===== config.mk =====
export PLATFORM = sky130hd
export DESIGN_NAME = lorawan_frame_header_parser_core
export DESIGN_NICKNAME = d
export VERILOG_FILES = /design/src/lfhp_pkg.sv /design/src/lorawan_frame_header_parser_core.sv /design/src/lfhp_decode.sv
export SDC_FILE = /design/constraint.sdc
export NUM_CORES = 1
export LEC_CHECK = 0
export ABC_AREA = 1
export BUFFER_PORTS_ARGS = -buffer_cell sky130_fd_sc_hd__buf_4
export CORE_ASPECT_RATIO = 1.25
export CORE_MARGIN = 1.5
export CORE_UTILIZATION = 35
export CTS_CLUSTER_DIAMETER = 200
export CTS_CLUSTER_SIZE = 30
export DETAILED_ROUTE_END_ITERATION = 16
export SYNTH_ARGS = -nofsm -noshare
export SYNTH_HDL_FRONTEND = slang
export SYNTH_HIERARCHICAL = 1
export SYNTH_SLANG_ARGS = --single-unit

===== constraint.sdc =====
create_clock -name clk -period 22.3 [get_ports clk]
set_input_delay 3.345 -clock clk [delete_from_list [all_inputs] [get_ports clk]]
set_output_delay 3.345 -clock clk [all_outputs]
set_load 0.02 [all_outputs]

===== src/lfhp_pkg.sv =====
// ----------------------------------------------------------------------------
// lfhp_pkg
// Shared types and constants of the LoRaWAN frame header parser.
// ----------------------------------------------------------------------------
package lfhp_pkg;

  // Byte count width: holds the saturated count of up to 256 bytes
  localparam int COUNT_W    = 9;
  // Number of leading frame bytes kept for header decode
  localparam int HEAD_DEPTH = 19;

  // Byte positions inside the frame header
  localparam int FCTRL_POS  = 5;
  localparam int FOPTS_BASE = 8;

  // Header masks
  localparam logic [7:0] MHDR_VER_MASK  = 8'b0001_1111;
  localparam logic [7:0] FCTRL_OPT_MASK = 8'h0F;

  // Size limits by frame type
  localparam logic [COUNT_W-1:0] JOIN_REQ_MIN = COUNT_W'(1 + 3 + 3 + 4 + 1 + 1 + 4);
  localparam logic [COUNT_W-1:0] JOIN_REQ_MAX = COUNT_W'(1 + 3 + 3 + 4 + 1 + 1 + 4 + 16);
  localparam logic [COUNT_W-1:0] JOIN_ACC_LEN = COUNT_W'(1 + 8 + 8 + 2 + 4);
  localparam logic [COUNT_W-1:0] DATA_MIN     = COUNT_W'(1 + 4 + 1 + 2 + 4);

  // Port value reported when a frame has no port byte
  localparam logic [7:0] NO_PORT = 8'hFF;

  // MType codes
  typedef enum logic [2:0] {
    MT_JOIN_REQ   = 3'd0,
    MT_JOIN_ACC   = 3'd1,
    MT_UNC_UP     = 3'd2,
    MT_UNC_DN     = 3'd3,
    MT_CNF_UP     = 3'd4,
    MT_CNF_DN     = 3'd5,
    MT_REJOIN     = 3'd6,
    MT_PROPRIETARY = 3'd7
  } mtype_t;

  // Captured head bytes, entry 0 in the low byte
  typedef logic [HEAD_DEPTH-1:0][7:0] head_t;

  // One decoded frame
  typedef struct packed {
    logic        frame_valid;
    logic [2:0]  msg_type;
    logic [31:0] dev_addr;
    logic [15:0] frame_count;
    logic [2:0]  frame_flags;
    logic [7:0]  port;
    logic [7:0]  payload_len;
    logic [31:0] mic;
    logic [63:0] join_eui;
    logic [63:0] dev_eui;
    logic [15:0] dev_nonce;
  } result_t;

endpackage


===== src/lorawan_frame_header_parser_core.sv =====
// ----------------------------------------------------------------------------
// lorawan_frame_header_parser_core
// Byte-stream LoRaWAN frame header parser: captures header, port and MIC
// bytes as they arrive and emits one decoded word per frame.
// ----------------------------------------------------------------------------
// Throughput: one byte per cycle, no gap between frames, unless the output stalls.
// Output: the last byte is captured at its accepting edge, and the decoded
//   result word is loaded into the output register once the output slot is
//   free.
// Reset: synchronous active-low rst_n clears byte count, port, tail and all
//   flags; captured header bytes hold undefined values until written.
// ----------------------------------------------------------------------------
module lorawan_frame_header_parser_core import lfhp_pkg::*; #(
  parameter int MAX_FRAME_BYTES = 255
) (
  input  logic         clk,
  input  logic         rst_n,
  input  logic         in_tvalid,
  output logic         in_tready,
  input  logic [7:0]   in_tdata,   // [7:0] data_byte
  input  logic         in_tlast,   // last_byte
  output logic         out_tvalid,
  input  logic         out_tready,
  output logic [247:0] out_tdata,  // [31:0] dev_addr, [47:32] frame_count,
                                   // [50:48] frame_flags, [58:51] port,
                                   // [66:59] payload_len, [98:67] mic,
                                   // [162:99] join_eui, [226:163] dev_eui,
                                   // [242:227] dev_nonce, [247:243] zero
  output logic [3:0]   out_tuser   // [0] frame_valid, [3:1] msg_type
);

  localparam logic [COUNT_W-1:0] SAT_COUNT = COUNT_W'(MAX_FRAME_BYTES + 1);

  logic [COUNT_W-1:0] count_r, count_nxt;
  logic               done_r, done_nxt;
  logic               pend_r, pend_nxt;
  head_t              head_r;
  logic [7:0]         port_r;
  logic [31:0]        tail_r;
  logic               out_valid_r, out_valid_nxt;
  result_t            out_r;
  result_t            dec_result;

  logic               in_acc;
  logic               slot_free;
  logic               move;
  logic [COUNT_W-1:0] pos;
  logic [COUNT_W-1:0] port_pos;
  logic [31:0]        tail_base;

  // Handshake: stall input only while a finished frame cannot move out
  assign slot_free = !out_valid_r || out_tready;
  assign move      = pend_r && slot_free;
  assign in_tready = !pend_r || slot_free;
  assign in_acc    = in_tvalid && in_tready;

  // Position of the incoming byte: restart after a finished frame
  assign pos       = done_r ? '0 : count_r;
  assign port_pos  = COUNT_W'(FOPTS_BASE) + COUNT_W'(head_r[FCTRL_POS] & FCTRL_OPT_MASK);
  assign tail_base = (pos == '0) ? 32'h0 : tail_r;

  // Next byte count and frame flags
  always_comb begin
    count_nxt = count_r;
    done_nxt  = done_r;
    if (in_acc) begin
      count_nxt = (pos < SAT_COUNT) ? pos + COUNT_W'(1) : pos;
      done_nxt  = in_tlast;
    end
    pend_nxt      = (in_acc && in_tlast) || (pend_r && !move);
    out_valid_nxt = move || (out_valid_r && !out_tready);
  end

  // Control registers
  always_ff @(posedge clk) begin
    if (!rst_n) begin
      count_r     <= '0;
      done_r      <= 1'b0;
      pend_r      <= 1'b0;
      out_valid_r <= 1'b0;
      port_r      <= 8'h00;
      tail_r      <= 32'h0;
    end else begin
      count_r     <= count_nxt;
      done_r      <= done_nxt;
      pend_r      <= pend_nxt;
      out_valid_r <= out_valid_nxt;
      if (in_acc) begin
        tail_r <= {in_tdata, tail_base[31:8]};
        if (pos > COUNT_W'(FCTRL_POS) && pos == port_pos) begin
          port_r <= in_tdata;
        end
      end
    end
  end

  // Capture the leading header bytes
  always_ff @(posedge clk) begin
    for (int i = 0; i < HEAD_DEPTH; i++) begin
      if (in_acc && pos == COUNT_W'(i)) begin
        head_r[i] <= in_tdata;
      end
    end
  end

  lfhp_decode #(
    .MAX_FRAME_BYTES (MAX_FRAME_BYTES)
  ) u_decode (
    .head       (head_r),
    .byte_total (count_r),
    .port_byte  (port_r),
    .tail_word  (tail_r),
    .result     (dec_result)
  );

  // Load the output register when a finished frame moves out
  always_ff @(posedge clk) begin
    if (move) begin
      out_r <= dec_result;
    end
  end

  assign out_tvalid = out_valid_r;
  assign out_tuser  = {out_r.msg_type, out_r.frame_valid};
  assign out_tdata  = {5'b0, out_r.dev_nonce, out_r.dev_eui, out_r.join_eui, out_r.mic,
                       out_r.payload_len, out_r.port, out_r.frame_flags,
                       out_r.frame_count, out_r.dev_addr};

endmodule


===== src/lfhp_decode.sv =====
// ----------------------------------------------------------------------------
// lfhp_decode
// Decodes the captured bytes of one finished frame into header fields and
// a validity verdict by type and size.
// ----------------------------------------------------------------------------
module lfhp_decode import lfhp_pkg::*; #(
  parameter int MAX_FRAME_BYTES = 255
) (
  input  head_t                head,
  input  logic [COUNT_W-1:0]   byte_total,
  input  logic [7:0]           port_byte,
  input  logic [31:0]          tail_word,
  output result_t              result
);

  localparam logic [COUNT_W-1:0] MAX_SIZE = COUNT_W'(MAX_FRAME_BYTES);

  head_t               hb;
  logic [7:0]          b0;
  logic [7:0]          fctrl;
  logic [COUNT_W-1:0]  optlen;
  logic [COUNT_W-1:0]  no_port_lim;
  logic [COUNT_W-1:0]  plen_full;
  logic                fits;
  mtype_t              mtype;

  // Mask bytes beyond the frame size to zero
  always_comb begin
    for (int i = 0; i < HEAD_DEPTH; i++) begin
      hb[i] = (COUNT_W'(i) < byte_total) ? head[i] : 8'h00;
    end
  end

  assign b0          = hb[0];
  assign fctrl       = hb[FCTRL_POS];
  assign mtype       = mtype_t'(b0[7:5]);
  assign optlen      = COUNT_W'(fctrl & FCTRL_OPT_MASK);
  assign no_port_lim = DATA_MIN + optlen;
  assign plen_full   = byte_total - no_port_lim - COUNT_W'(1);

  // Check size against the frame type
  always_comb begin
    unique case (mtype)
      MT_PROPRIETARY:         fits = 1'b0;
      MT_JOIN_REQ, MT_REJOIN: fits = (byte_total >= JOIN_REQ_MIN) &&
                                     (byte_total <= JOIN_REQ_MAX);
      MT_JOIN_ACC:            fits = (byte_total == JOIN_ACC_LEN);
      default:                fits = (byte_total >= DATA_MIN);
    endcase
  end

  // Assemble the result fields
  always_comb begin
    result.frame_valid = fits && (byte_total <= MAX_SIZE) &&
                         ((b0 & MHDR_VER_MASK) == 8'h00);
    result.msg_type    = b0[7:5];
    result.dev_addr    = {hb[4], hb[3], hb[2], hb[1]};
    result.frame_count = {hb[7], hb[6]};
    result.frame_flags = {fctrl[7], fctrl[5], fctrl[4]};
    if (byte_total <= no_port_lim) begin
      result.port        = NO_PORT;
      result.payload_len = 8'h00;
    end else begin
      result.port        = port_byte;
      result.payload_len = plen_full[7:0];
    end
    result.mic       = tail_word;
    result.join_eui  = {hb[8], hb[7], hb[6], hb[5], hb[4], hb[3], hb[2], hb[1]};
    result.dev_eui   = {hb[16], hb[15], hb[14], hb[13], hb[12], hb[11], hb[10], hb[9]};
    result.dev_nonce = {hb[18], hb[17]};
  end

endmodule


Word level (Yosys, flattened, before mapping)
Cells that the tools add are included.
{ "word_totals": {"in_bits": 13, "ff_bits": 451, "output_inout_bits": 254, "elab_cells": 153} }
{ "classes": {"muxes": 12, "n_addsub": 5, "magnitude_cmp": 26, "n_reduce_logical": 41, "eq_ne": 23} }
{ "ops": {"columns": ["op", "n"], "rows": [
  ["$eq A9 B4 Y1 const B", 8],
  ["$lt A4 B9 Y1 const A", 8],
  ["$mux W8", 8],
  ["$eq A9 B3 Y1 const B", 4],
  ["$eq A9 B5 Y1 const B", 4],
  ["$lt A3 B9 Y1 const A", 4],
  ["$mux W32", 1],
  ["$logic_and A1 B1 Y1", 28],
  ["$lt A5 B9 Y1 const A", 3],
  ["$eq A9 B2 Y1 const B", 2],
  ["$lt A1 B9 Y1 const A", 2],
  ["$lt A2 B9 Y1 const A", 2],
  ["$mux W9", 2],
  ["$add A4 B4 Y5 const A", 2],
  ["$add A9 B1 Y9 const B", 1],
  ["$eq A9 B1 Y1 const B", 1],
  ["$eq A9 B5 Y1", 1],
  ["$ge A9 B4 Y1 const B", 1],
  ["$ge A9 B5 Y1 const B", 1],
  ["$gt A9 B3 Y1 const B", 1],
  ["$le A9 B5 Y1", 1],
  ["$le A9 B6 Y1 const B", 1],
  ["$le A9 B8 Y1 const B", 1],
  ["$logic_not A9 Y1", 1],
  ["other kinds (12)", 19]
]} }

Logic depth before layout (Yosys ltp)
{ "logic_depth": {"depth_word": 7, "ltp_mapped": 15, "mapped_depth_nobuf": 14} }

Modules after synthesis
The synthesis kept the hierarchy.
{ "by_module_without_submodules": {"columns": ["mod", "cells_each", "seq_area_each_um2", "area_per_inst_um2", "n_inst"], "rows": [
  ["lorawan_frame_header_parser_core", 764, 13022.5, 14487.6, 1],
  ["lfhp_decode", 528, 0.0, 2568.7, 1]
]} }

Worst setup path after synthesis
No wires, ideal clock.
{ "synth_path": {"path_kind": "input -> register", "start": "input out_tready", "end": "register out_r (netlist bit out_tdata[0]) (enable)", "setup_slack_ps": 6109, "path_stages": 2, "n_path_buf": 0, "setup_ps": 938, "arrival_ps": 15253, "required_time_ps": 21362, "path_cell_list": "inv_1 -> a21oi_1"} }
{ "synth_via": {"elab_chain_cells": 2} }
{ "synth_rtl": {"columns": ["element", "line_no", "text"], "rows": [
  ["start: declaration", "lorawan_frame_header_parser_core.sv:23", "input logic out_tready,"],
  ["$logic_or A1 B1 Y1", "lorawan_frame_header_parser_core.sv:52", "assign slot_free = !out_valid_r || out_tready;"],
  ["$logic_and A1 B1 Y1", "lorawan_frame_header_parser_core.sv:53", "assign move = pend_r && slot_free;"],
  ["net move", "lorawan_frame_header_parser_core.sv:46", "logic move;"],
  ["end signal: assignment", "lorawan_frame_header_parser_core.sv:119", "out_r <= dec_result;"],
  ["end: declaration", "lorawan_frame_header_parser_core.sv:41", "result_t out_r;"]
]} }
The timed path passes the listed nets, and every way through them passes these cells.
A chain may end at the register's enable or synchronous reset.

Final worst setup path
{ "layout_path": {"start": "input out_tready", "end": "output in_tready"} }
{ "layout_via": {"elab_chain_cells": 2} }
{ "layout_rtl": {"columns": ["element", "line_no", "text"], "rows": [
  ["$logic_or A1 B1 Y1", "lorawan_frame_header_parser_core.sv:52", null],
  ["$logic_or A1 B1 Y1", "lorawan_frame_header_parser_core.sv:54", "assign in_tready = !pend_r || slot_free;"],
  ["end: declaration", "lorawan_frame_header_parser_core.sv:19", "output logic in_tready,"]
]} }
Every way passes these cells.

==> metrics <==
outcome finished, final reports clean; pin count of the biggest net entering global routing 85; Final setup viols 0; TritonCTS Buffers 19; Post-synth ARST share 0%; Worst setup SP type input port; CTS H-tree lvls 1; hpwl dp roughly 25 mm; relative slew slack 24.2%; total wire length roughly 37 mm; Post-CTS Setup Bufs 0; Max stage delay cell, worst path buf_4; max-slew violations 0; CTS Root Cell clkbuf_16; routability cong. about 0.88; Post-Synth XOR/XNOR Area less than 1%; WHS Endpoint out_tdata[70]$_DFFE_PP_; mux contribution to synthesized area 0%; reg2reg end out_tdata[66]$_DFFE_PP_; synthesized area 0.0171 mm²; WP data arrival slightly below 4 ns; hold_buf cts 0; Layout fillers approximately 4500; EDFF count, synth roughly 400; Sink Count about 450; Pre-Repair DR Iteration Count 5; Final Cycle Share 32.4%; hold_sp tail_r[3]$_SDFFE_PN0P_; WP data required 18.95 ns; Compound-Gate Fraction of Synth Area ~3.6%; DR WL/cell 17.4 µm; # IOs 267; TNS Setup 0 ns; die area 0.0501 mm²; Initial Util 35.4%; Syn Area/Cell 13.2 µm²; die height 250 µm; Routed Antenna Nets 0; antenna cells 0; post-synthesis sequential element count 451; Hold WC Path Type reg2reg; r2r setup slk 18.83 ns; post-synthesis adder-cell area fraction 0.778%; fmax 138 MHz; leakage 7.85 nW; R2R Path Start count_r[5]$_SDFFE_PN0P_; commonest non-fill, non-tap cell in the layout edfxtp_1; Congestion Overflow GR 0; Slew @ Worst Pin 1.13 ns; Worst-path clk slew 0.11 ns; largest family of logic cells by synthesized area simple AND/OR/NAND/NOR gates; Port-buffer cells ~260; die width 200 µm; Hold Path Stages 0; Core Region 0.0482 mm²; WP buf/inv 3; Remaining DRCs 0; post-synthesis sequential area ratio 76.3%; initial DRC count ~580; area grow syn2layout 15.6%; Cell variety after synth 43; Ys Warns 6; worst-case vdd ir drop 86.6 µV; Max Cap Viol 0; final hold vios 0; initial antenna violation count 0; crit-path max FO 3; Tot Pwr 1.44 mW; predominant post-synthesis flop cell edfxtp_1; simple-gate share of the synthesized area 10.0%; cts repair resizes 0; CP dominant cell by count buf_4; number of core rows 90; CTS tree yes; family with the most delay on the worst path buffers and inverters; cells along the critical path buf_4 > inv_1 > nand3_2 > buf_4; critical path endpoint category output pin; Post-Syn Instances 1292; clock skew 0.0423 ns; R2R cell count 12; Setup CP Type in2out; number of global-route vias before repair 9114; Min Clock Period, post-route 7.23 ns; vias per cell 4.41; most frequent cells in the layout 399 x edfxtp_1, 270 x buf_4, 195 x nor2_1; RSZ-0062 raised after global routing false; PwrDens 73.2 mW/mm²; all-layer global routing usage about 15%; Largest stage delay, worst path 0.18 ns; first-pass GRT wire length 55.8 mm; Clock Latency Late Sink around 0.57 ns; Post-layout nets roughly 1500; share of cells above drive strength 1 about 22%; total number of vias about 9400; worst-case clock buffer depth 3
sequential cells by signal, indices dropped and copies added (netlist names):
register    cells
port_r          8
head_r        152
out_tvalid      1
out_tuser       4
done_r          1
pend_r          1
out_tdata     243
tail_r         32
count_r         9
per-stage QoR:
stage	utilization [%]	cell area [µm²]	hold WS (ns)	std cells	setup slack, ns
final	40.9	19700	0.446	2138	15.07
after global routing	40.9	19700	0.461	2138	15.04
after CTS	40.9	19700	0.445	2138	15.07
after detailed placement	39.8	19200	0.409	2104	15.07
after global placement	39.8	19200	0.410	2104	15.09
after floorplan	-	17100	0.446	1296	6.11
cell families after synthesis:
logic type	after synthesis
and+or+nand+nor	409
DFF	451
xor gates and xnor gates	4
buffers and inverters	310
other	1
adders and majority gates	10
AOI/OAI and AO/OA	107
cell usage after synthesis (4+ instances only):
cell type,count,area (µm²)
inv_1,191,717
clkbuf_1,8,30.0
nor3_1,8,40.0
nand4_1,9,56.3
nor2_2,5,31.3
buf_2,5,25.0
inv_2,12,45.0
edfxtp_1,399,12000
a21oi_1,44,220
nand2_1,145,544
ha_1,9,113
nand3_1,27,135
o21ai_0,39,195
nand3b_1,9,67.6
dfxtp_1,52,1040
o21ai_2,4,35.0
buf_4,89,668
nor2_1,195,732
o21ai_1,4,20.0
per-layer routing:
metal	vias up	routed length (µm)	global-route usage, %	part of all wire, %
met4	0	601	3.20	1.6
met2	261	19300	26.5	52
met5	-	0	0	0
met3	32	1860	2.38	5.0
li1	4572	-	-	-
met1	4570	15500	18.2	42
report_power, final:
group          internal [mW]  switching [mW]  leakage, nW
clock network          0.167           0.251        0.265
logic                 0.0231          0.0580         3.48
registers              0.935         0.00897         4.11
total                   1.13           0.318         7.85
layout make-up:
class / count / area (µm²) / share of cell area (%)
Clock inverter: 2 / 38.8 / 0.197
Inverter: 204 / 766 / 3.88
Multi-Input combinational cell: 535 / 2540 / 12.9
Timing Repair Buffer: 270 / 2030 / 10.3
Sequential cell: 451 / 13000 / 66.0
Clock buffer: 32 / 524 / 2.66
Tap cell: 644 / 806 / 4.09
worst max path at each step:
stage	startpoint	to	slack [ns]	cells after the start
floorplan	out_tready	out_tdata[0]$_DFFE_PP_	6.11	2
global placement	out_tready	in_tready	15.09	4
detailed placement	out_tready	in_tready	15.07	4
CTS	out_tready	in_tready	15.07	4
global route	out_tready	in_tready	15.04	4
finish	out_tready	in_tready	15.07	4
No activity file was read; power rests on OpenSTA's default activity.
